**src/bec_pkg.sv**
```systemverilog
// shared types, constants and escape map functions for the byte escape codec
package bec_pkg;

    localparam int BEC_QUEUE_DEPTH = 4;

    localparam logic [7:0] BACKSLASH = 8'h5C;

    localparam logic [1:0] CFG_MODE  = 2'd0;
    localparam logic [1:0] CFG_LIMIT = 2'd1;

    localparam logic MODE_ESCAPE   = 1'b0;
    localparam logic MODE_UNESCAPE = 1'b1;

    localparam logic [15:0] LIMIT_RESET = 16'hFFFF;

    typedef struct packed {
        logic [7:0] data;
        logic       byte_valid;
        logic       last;
        logic       trunc;
    } result_t;

    typedef struct packed {
        logic [1:0] count;
        result_t    first;
        result_t    second;
    } result_pair_t;

    function automatic logic is_plain(input logic [7:0] c);
        logic hit;
        case (c)
            8'h0A, 8'h2C, 8'h7C, 8'h5C: hit = 1'b1;
            default:                    hit = 1'b0;
        endcase
        return hit;
    endfunction

    function automatic logic [7:0] plain_to_code(input logic [7:0] c);
        logic [7:0] code;
        case (c)
            8'h0A:   code = 8'h6E;
            8'h2C:   code = 8'h63;
            8'h7C:   code = 8'h7A;
            8'h5C:   code = 8'h79;
            default: code = c;
        endcase
        return code;
    endfunction

    // unmapped codes pass through unchanged
    function automatic logic [7:0] code_to_plain(input logic [7:0] c);
        logic [7:0] plain;
        case (c)
            8'h6E:   plain = 8'h0A;
            8'h63:   plain = 8'h2C;
            8'h7A:   plain = 8'h7C;
            8'h79:   plain = 8'h5C;
            default: plain = c;
        endcase
        return plain;
    endfunction

endpackage

```
**src/bec_core.sv**
```systemverilog
// per-string state and result generation for one registered byte
module bec_core (
    input  logic                 clk,
    input  logic                 rst_n,
    input  logic                 mode,
    input  logic [15:0]          out_limit,
    input  logic                 fire,
    input  logic [7:0]           in_byte,
    input  logic                 in_last,
    output bec_pkg::result_pair_t pair
);
    import bec_pkg::*;

    logic        pending_reg;
    logic        pending_next;
    logic [15:0] written_reg;
    logic [15:0] written_next;
    logic        stopped_reg;
    logic        stopped_next;

    logic [16:0] sum1;
    logic [16:0] sum2;
    logic [16:0] limit_ext;
    logic        hit;

    assign sum1      = {1'b0, written_reg} + 17'd1;
    assign sum2      = {1'b0, written_reg} + 17'd2;
    assign limit_ext = {1'b0, out_limit};
    assign hit       = is_plain(in_byte);

    always_comb
    begin
        pair         = '0;
        pending_next = pending_reg;
        written_next = written_reg;
        stopped_next = stopped_reg;

        if (mode == MODE_ESCAPE)
        begin
            if (!stopped_reg)
            begin
                if (sum1 >= limit_ext)
                begin
                    stopped_next = 1'b1;
                end
                else if (hit)
                begin
                    if (sum2 < limit_ext)
                    begin
                        pair.count  = 2'd2;
                        pair.first  = '{data: BACKSLASH, byte_valid: 1'b1,
                                        last: 1'b0, trunc: 1'b0};
                        pair.second = '{data: plain_to_code(in_byte), byte_valid: 1'b1,
                                        last: in_last, trunc: 1'b0};
                        written_next = sum2[15:0];
                    end
                    else
                    begin
                        stopped_next = 1'b1;
                    end
                end
                else
                begin
                    pair.count   = 2'd1;
                    pair.first   = '{data: in_byte, byte_valid: 1'b1,
                                     last: in_last, trunc: 1'b0};
                    written_next = sum1[15:0];
                end
            end
            // end marker when nothing else carries the last flag
            if (pair.count == 2'd0 && in_last)
            begin
                pair.count = 2'd1;
                pair.first = '{data: 8'h00, byte_valid: 1'b0,
                               last: 1'b1, trunc: stopped_next};
            end
        end
        else
        begin
            if (pending_reg)
            begin
                pending_next = 1'b0;
                pair.count   = 2'd1;
                pair.first   = '{data: code_to_plain(in_byte), byte_valid: 1'b1,
                                 last: in_last, trunc: 1'b0};
            end
            else if (in_byte == BACKSLASH)
            begin
                if (in_last)
                begin
                    // lone backslash at the end gives a zero byte
                    pair.count = 2'd1;
                    pair.first = '{data: 8'h00, byte_valid: 1'b1,
                                   last: 1'b1, trunc: 1'b0};
                end
                else
                begin
                    pending_next = 1'b1;
                end
            end
            else
            begin
                pair.count = 2'd1;
                pair.first = '{data: in_byte, byte_valid: 1'b1,
                               last: in_last, trunc: 1'b0};
            end
        end

        if (in_last)
        begin
            pending_next = 1'b0;
            written_next = '0;
            stopped_next = 1'b0;
        end
    end

    always_ff @(posedge clk or negedge rst_n)
    begin
        if (!rst_n)
        begin
            pending_reg <= 1'b0;
            written_reg <= '0;
            stopped_reg <= 1'b0;
        end
        else if (fire)
        begin
            pending_reg <= pending_next;
            written_reg <= written_next;
            stopped_reg <= stopped_next;
        end
    end

endmodule

```
**src/byte_escape_codec.sv**
```systemverilog
// byte escape codec: input register, codec core and result queue
// a byte waits in the input register until it is processed into the result queue
// one result per cycle out while out_stall is low; one input per cycle while each
// gives a single byte; with one result port on the queue, an escaped pair slows input
// an input is taken while the input stage is empty or at least two queue slots are free
// reset clears configuration to escape mode with limit 65535 and empties all stages
module byte_escape_codec #(
    parameter int QUEUE_DEPTH = bec_pkg::BEC_QUEUE_DEPTH
) (
    input  logic        clk,
    input  logic        rst_n,
    input  logic        cfg_valid,
    output logic        cfg_ready,
    input  logic [1:0]  cfg_index,
    input  logic [15:0] cfg_data,
    input  logic        in_valid,
    output logic        in_stall,
    input  logic [7:0]  in_byte,
    input  logic        in_last,
    output logic        out_valid,
    input  logic        out_stall,
    output logic [7:0]  out_byte,
    output logic        byte_valid,
    output logic        out_last,
    output logic        truncated
);
    import bec_pkg::*;

    localparam int PW = (QUEUE_DEPTH > 1) ? $clog2(QUEUE_DEPTH) : 1;
    localparam int CW = $clog2(QUEUE_DEPTH + 1);

    logic        mode_reg;
    logic [15:0] limit_reg;

    logic        s1_valid_reg;
    logic [7:0]  s1_byte_reg;
    logic        s1_last_reg;

    result_t      q_reg [QUEUE_DEPTH];
    logic [PW-1:0] wr_ptr_reg;
    logic [PW-1:0] wr_ptr_next;
    logic [PW-1:0] rd_ptr_reg;
    logic [PW-1:0] rd_ptr_next;
    logic [CW-1:0] count_reg;
    logic [CW-1:0] count_next;
    logic [PW-1:0] wr_ptr1;
    logic [PW-1:0] wr_ptr2;

    result_pair_t pair;
    logic         process;
    logic         load;
    logic         pop;
    logic [CW-1:0] push_n;
    result_t      head;

    assign cfg_ready = 1'b1;

    always_ff @(posedge clk or negedge rst_n)
    begin
        if (!rst_n)
        begin
            mode_reg  <= MODE_ESCAPE;
            limit_reg <= LIMIT_RESET;
        end
        else if (cfg_valid && cfg_ready)
        begin
            case (cfg_index)
                CFG_MODE:  mode_reg  <= cfg_data[0];
                CFG_LIMIT: limit_reg <= cfg_data;
                default:   ;
            endcase
        end
    end

    // the registered byte is processed once the queue can absorb a pair
    assign process  = s1_valid_reg && (count_reg <= CW'(QUEUE_DEPTH - 2));
    assign in_stall = s1_valid_reg && !process;
    assign load     = in_valid && !in_stall;

    always_ff @(posedge clk or negedge rst_n)
    begin
        if (!rst_n)
        begin
            s1_valid_reg <= 1'b0;
        end
        else if (load || process)
        begin
            s1_valid_reg <= load;
        end
    end

    always_ff @(posedge clk)
    begin
        if (load)
        begin
            s1_byte_reg <= in_byte;
            s1_last_reg <= in_last;
        end
    end

    bec_core u_core (
        .clk       (clk),
        .rst_n     (rst_n),
        .mode      (mode_reg),
        .out_limit (limit_reg),
        .fire      (process),
        .in_byte   (s1_byte_reg),
        .in_last   (s1_last_reg),
        .pair      (pair)
    );

    assign wr_ptr1 = (wr_ptr_reg == PW'(QUEUE_DEPTH - 1)) ? '0 : wr_ptr_reg + PW'(1);
    assign wr_ptr2 = (wr_ptr1 == PW'(QUEUE_DEPTH - 1)) ? '0 : wr_ptr1 + PW'(1);

    assign out_valid = (count_reg != '0);
    assign pop       = out_valid && !out_stall;
    assign push_n    = process ? CW'(pair.count) : '0;
    assign head      = q_reg[rd_ptr_reg];

    assign out_byte   = head.data;
    assign byte_valid = head.byte_valid;
    assign out_last   = head.last;
    assign truncated  = head.trunc;

    always_comb
    begin
        count_next  = count_reg + push_n - CW'(pop);
        rd_ptr_next = rd_ptr_reg;
        if (pop)
        begin
            rd_ptr_next = (rd_ptr_reg == PW'(QUEUE_DEPTH - 1)) ? '0 : rd_ptr_reg + PW'(1);
        end
        case (push_n)
            CW'(1):  wr_ptr_next = wr_ptr1;
            CW'(2):  wr_ptr_next = wr_ptr2;
            default: wr_ptr_next = wr_ptr_reg;
        endcase
    end

    always_ff @(posedge clk or negedge rst_n)
    begin
        if (!rst_n)
        begin
            wr_ptr_reg <= '0;
            rd_ptr_reg <= '0;
            count_reg  <= '0;
        end
        else
        begin
            wr_ptr_reg <= wr_ptr_next;
            rd_ptr_reg <= rd_ptr_next;
            count_reg  <= count_next;
        end
    end

    always_ff @(posedge clk)
    begin
        if (process && pair.count != 2'd0)
        begin
            q_reg[wr_ptr_reg] <= pair.first;
        end
        if (process && pair.count == 2'd2)
        begin
            q_reg[wr_ptr1] <= pair.second;
        end
    end

endmodule

```
**config.mk**
```make
export PLATFORM = sky130hd
export DESIGN_NAME = byte_escape_codec
export DESIGN_NICKNAME = d
export VERILOG_FILES = /design/src/bec_pkg.sv /design/src/bec_core.sv /design/src/byte_escape_codec.sv
export SDC_FILE = /design/constraint.sdc
export NUM_CORES = 1
export LEC_CHECK = 0
export BUFFER_PORTS_ARGS = -buffer_cell sky130_fd_sc_hd__buf_2
export CAP_MARGIN = 15
export CORE_AREA = 2 2 112 114
export CTS_BUF_LIST = sky130_fd_sc_hd__clkbuf_16
export DETAILED_ROUTE_END_ITERATION = 8
export DIE_AREA = 0 0 114 116
export GPL_TIMING_DRIVEN = 0
export PLACE_DENSITY = 0.85
export SYNTH_ARGS = -nofsm -noshare
export SYNTH_HDL_FRONTEND = slang
export SYNTH_SLANG_ARGS = --single-unit
export TNS_END_PERCENT = 1
```
**constraint.sdc**
```tcl
create_clock -name clk -period 6.83 [get_ports clk]
set_input_delay 1.7075 -clock clk [delete_from_list [all_inputs] [get_ports clk]]
set_output_delay 1.7075 -clock clk [all_outputs]
set_load 0.01 [all_outputs]
```
==> reports/summary.txt <==
Status -> complete, no violations
Crit-path leading delay family -> simple AND/OR/NAND/NOR gates
Die area -> 13,220 sq um
CP Cell Sequence -> ha_1, and3_1, and3_1, clkbuf_1, and3_1, and3_1, nand2_1, xnor2_1, ha_1, nand4_1, nor2_1, o31ai_1, nor4bb_1, nor2b_1, nand2_1, a221oi_1, a211o_1, ha_1, inv_1, ha_1, inv_1, fa_1, xor2_1, xnor2_1
DRT antenna net count -> 0
Critical path class -> reg2reg
Yosys reg bits -> 96
Number of H-tree levels -> 3
Worst Path Max Fanout -> 7
Vias in the first global route -> 5,488
Gr busiest metal -> met2
CP peak stage delay -> 0.50 ns
Worst path arrival time -> 6.14 ns
First-pass GRT wire length -> 27,000 um
WP data required -> 7.08 ns
Pin count of the biggest net entering global routing -> 44
Cell Pwr Density -> 308.7 nW/um^2
Layout overhead on the synthesized area -> 11.09%
Post-cts sizing count -> 0
Chip width -> 114 um
Slew Limit Fails -> 0
Period utilization -> 0.8618
Vias per cell -> 6.270
Final wirelength -> 16,250 um
Fill cells -> 968
Row count -> 40
Top post-synthesis cells by area -> edfxtp_1 (23%), dfrtp_1 (10%), ha_1 (8.8%)
Clk slew on worst S/H paths -> 0.07 ns
Clk sinks -> 96
CTS Buf Count -> 9
Clk_lat worst skew -> 0.36 ns
DR vias -> 5,342
Synth cell types -> 82
Achievable frequency -> 169.9 MHz
Leak pwr -> 0.003087 uW
Setup TNS -> 0 ns
Root Buffer -> clkbuf_16
GR Util met1 -> 0.3125
Synth top area share -> 0.2256
Postcts setup bufs -> 0
Seq/Total Area, Yosys -> 0.4060
Ys async rst share -> 0.4479
Yosys top cell by area -> edfxtp_1
Slowest cell on crit path -> nor4bb_1
Syn_nets -> 724
Commonest non-fill, non-tap cells in the layout -> nand2_1 (62), buf_2 (53), edfxtp_1 (49)
Clock Path Buffers -> 2
I/O pin count -> 46
PortBufs -> 44
Placed cell count -> 836
Syn Area/Cell -> 10.11 sq um
Most used DFF post-synth -> edfxtp_1
Cells after Synth -> 645
Buf/Inv on CP -> 3
Starting DRC count in detailed routing -> 519
Initial antenna violation count -> 0
Routed len/inst -> 19.07 um
Leading cell type in the layout, fill and taps excluded -> nand2_1
Final Net Count -> 779
ANT cells -> 0
Final min period -> 5.886 ns
Dpl hpwl -> 12,010 um
Met2 Use GR -> 0.4690
Yosys warning count -> 0
Worst rel slew slack -> 0.3222
Mapped Area -> 6521 sq um
Post-CTS Hold Fix Bufs -> 0
# DRC -> 0
Min-delay worst type -> reg2reg
# setup viols final -> 0
Die Height -> 116 um
Clk_skew -> 0.007329 ns
Final hold viol count -> 0
Core Footprint -> 11,910 sq um
Layout cells sized above 1 -> 0.2057
Post-synth EDFFs -> 49
GPL Wtd Cong -> 0.9931
Max reg flops -> 44
Least-Margin Pin Slew -> 1.013 ns
Initial core utilization -> 0.5475
Peak VDD IR -> 0.1994 mV
Clock tree from TritonCTS -> yes
Tot GR Track Use -> 0.2632
Max-Cap Viols -> 0
First-pass detailed-route iteration total -> 8
CP Capture Type -> register
Startpoint Class -> register
Met3 GRT Util -> 0.05073
Final global-route overflow total -> 0
Post-Layout Cell Count -> 852
RSZ-0062 raised after global routing -> false
## metal layers
layer	share of wire	vias to the layer above	wire length [um]
met5	0	-	0
met4	0.031	0	499
met3	0.072	53	1175
met2	0.50	253	8173
met1	0.39	2566	6399
li1	-	2470	-
## cell families (layout without fill, tap and decap cells)
| group | Yosys count | after routing | share of synthesized area |
|---|---|---|---|
| other cells | 1 | 1 | 0.0005750 |
| compound gates | 129 | 129 | 0.1368 |
| mux | 44 | 44 | 0.09209 |
| simple gates | 224 | 224 | 0.1804 |
| xor+xnor | 31 | 31 | 0.04163 |
| fa+ha+maj | 47 | 47 | 0.09133 |
| buf+inv | 73 | 133 | 0.05123 |
| flops | 96 | 96 | 0.4060 |
## stage by stage
step | util | instance area (sq um) | hold WS, ns | total power [uW] | worst slack, ns
final | 0.6082 | 7244 | 0.5098 | 2237 | 0.9442
after CTS | 0.6082 | 7244 | 0.5105 | 2242 | 1.072
after global routing | 0.6082 | 7244 | 0.5239 | 2368 | 0.5609
after floorplan | - | 6521 | 0.4604 | 1424 | 2.126
after detailed placement | 0.5814 | 6925 | 0.5011 | 1689 | 1.094
after global placement | 0.5814 | 6925 | 0.4774 | 1634 | 1.350
## path summary, 6_finish.rpt
check	start	to	slack, ns	cells past startpoint
worst min-delay path	count_reg[2]$_DFF_PN0_	count_reg[2]$_DFF_PN0_	0.51	1
worst min register to register	count_reg[2]$_DFF_PN0_	count_reg[2]$_DFF_PN0_	0.51	1
min in group asynchronous	rst_n	u_core.written_reg[10]$_DFFE_PN0P_	1.53	1
max in group asynchronous	rst_n	rd_ptr_reg[0]$_DFFE_PN0P_	4.68	1
worst max register to register	u_core.written_reg[2]$_DFFE_PN0P_	count_reg[2]$_DFF_PN0_	0.94	24
worst max-delay path	u_core.written_reg[2]$_DFFE_PN0P_	count_reg[2]$_DFF_PN0_	0.94	24
## where the power goes
part	internal [uW]	switching, uW
logic	333	533
registers	751	71.3
clock network	310	238
total	1390	842
## cell usage after synthesis (5+ instances only)
library cell   n
a21boi_0       7
a21oi_1       19
and2_1         7
and3_1         9
buf_2          9
buf_4          5
clkbuf_1      16
dfrtp_1       27
dfstp_2       16
edfxtp_1      49
ha_1          46
inv_1         36
mux2_2        18
mux2i_1       15
mux4_2        11
nand2_1       62
nand3_1       38
nand4_1       11
nor2_1        44
nor2b_1        6
nor3_1         6
o211ai_1       8
o21a_1         7
o21ai_0       24
o21ai_1       11
o22ai_1        5
o31ai_1        7
xnor2_1       18
xor2_1        13
## area by class of cell
type	count	area [sq um]	share of cell area
multi-input combinational	476	3540	0.4886
sequential	96	2648	0.3655
clock buffer	10	250.2	0.03454
timing repair buffer	44	220.2	0.03040
buffer	37	198.9	0.02746
tap	147	183.9	0.02539
inverter	36	135.1	0.01865
clock inverter	6	68.82	0.009499
(Power assumes the default switching activity.)
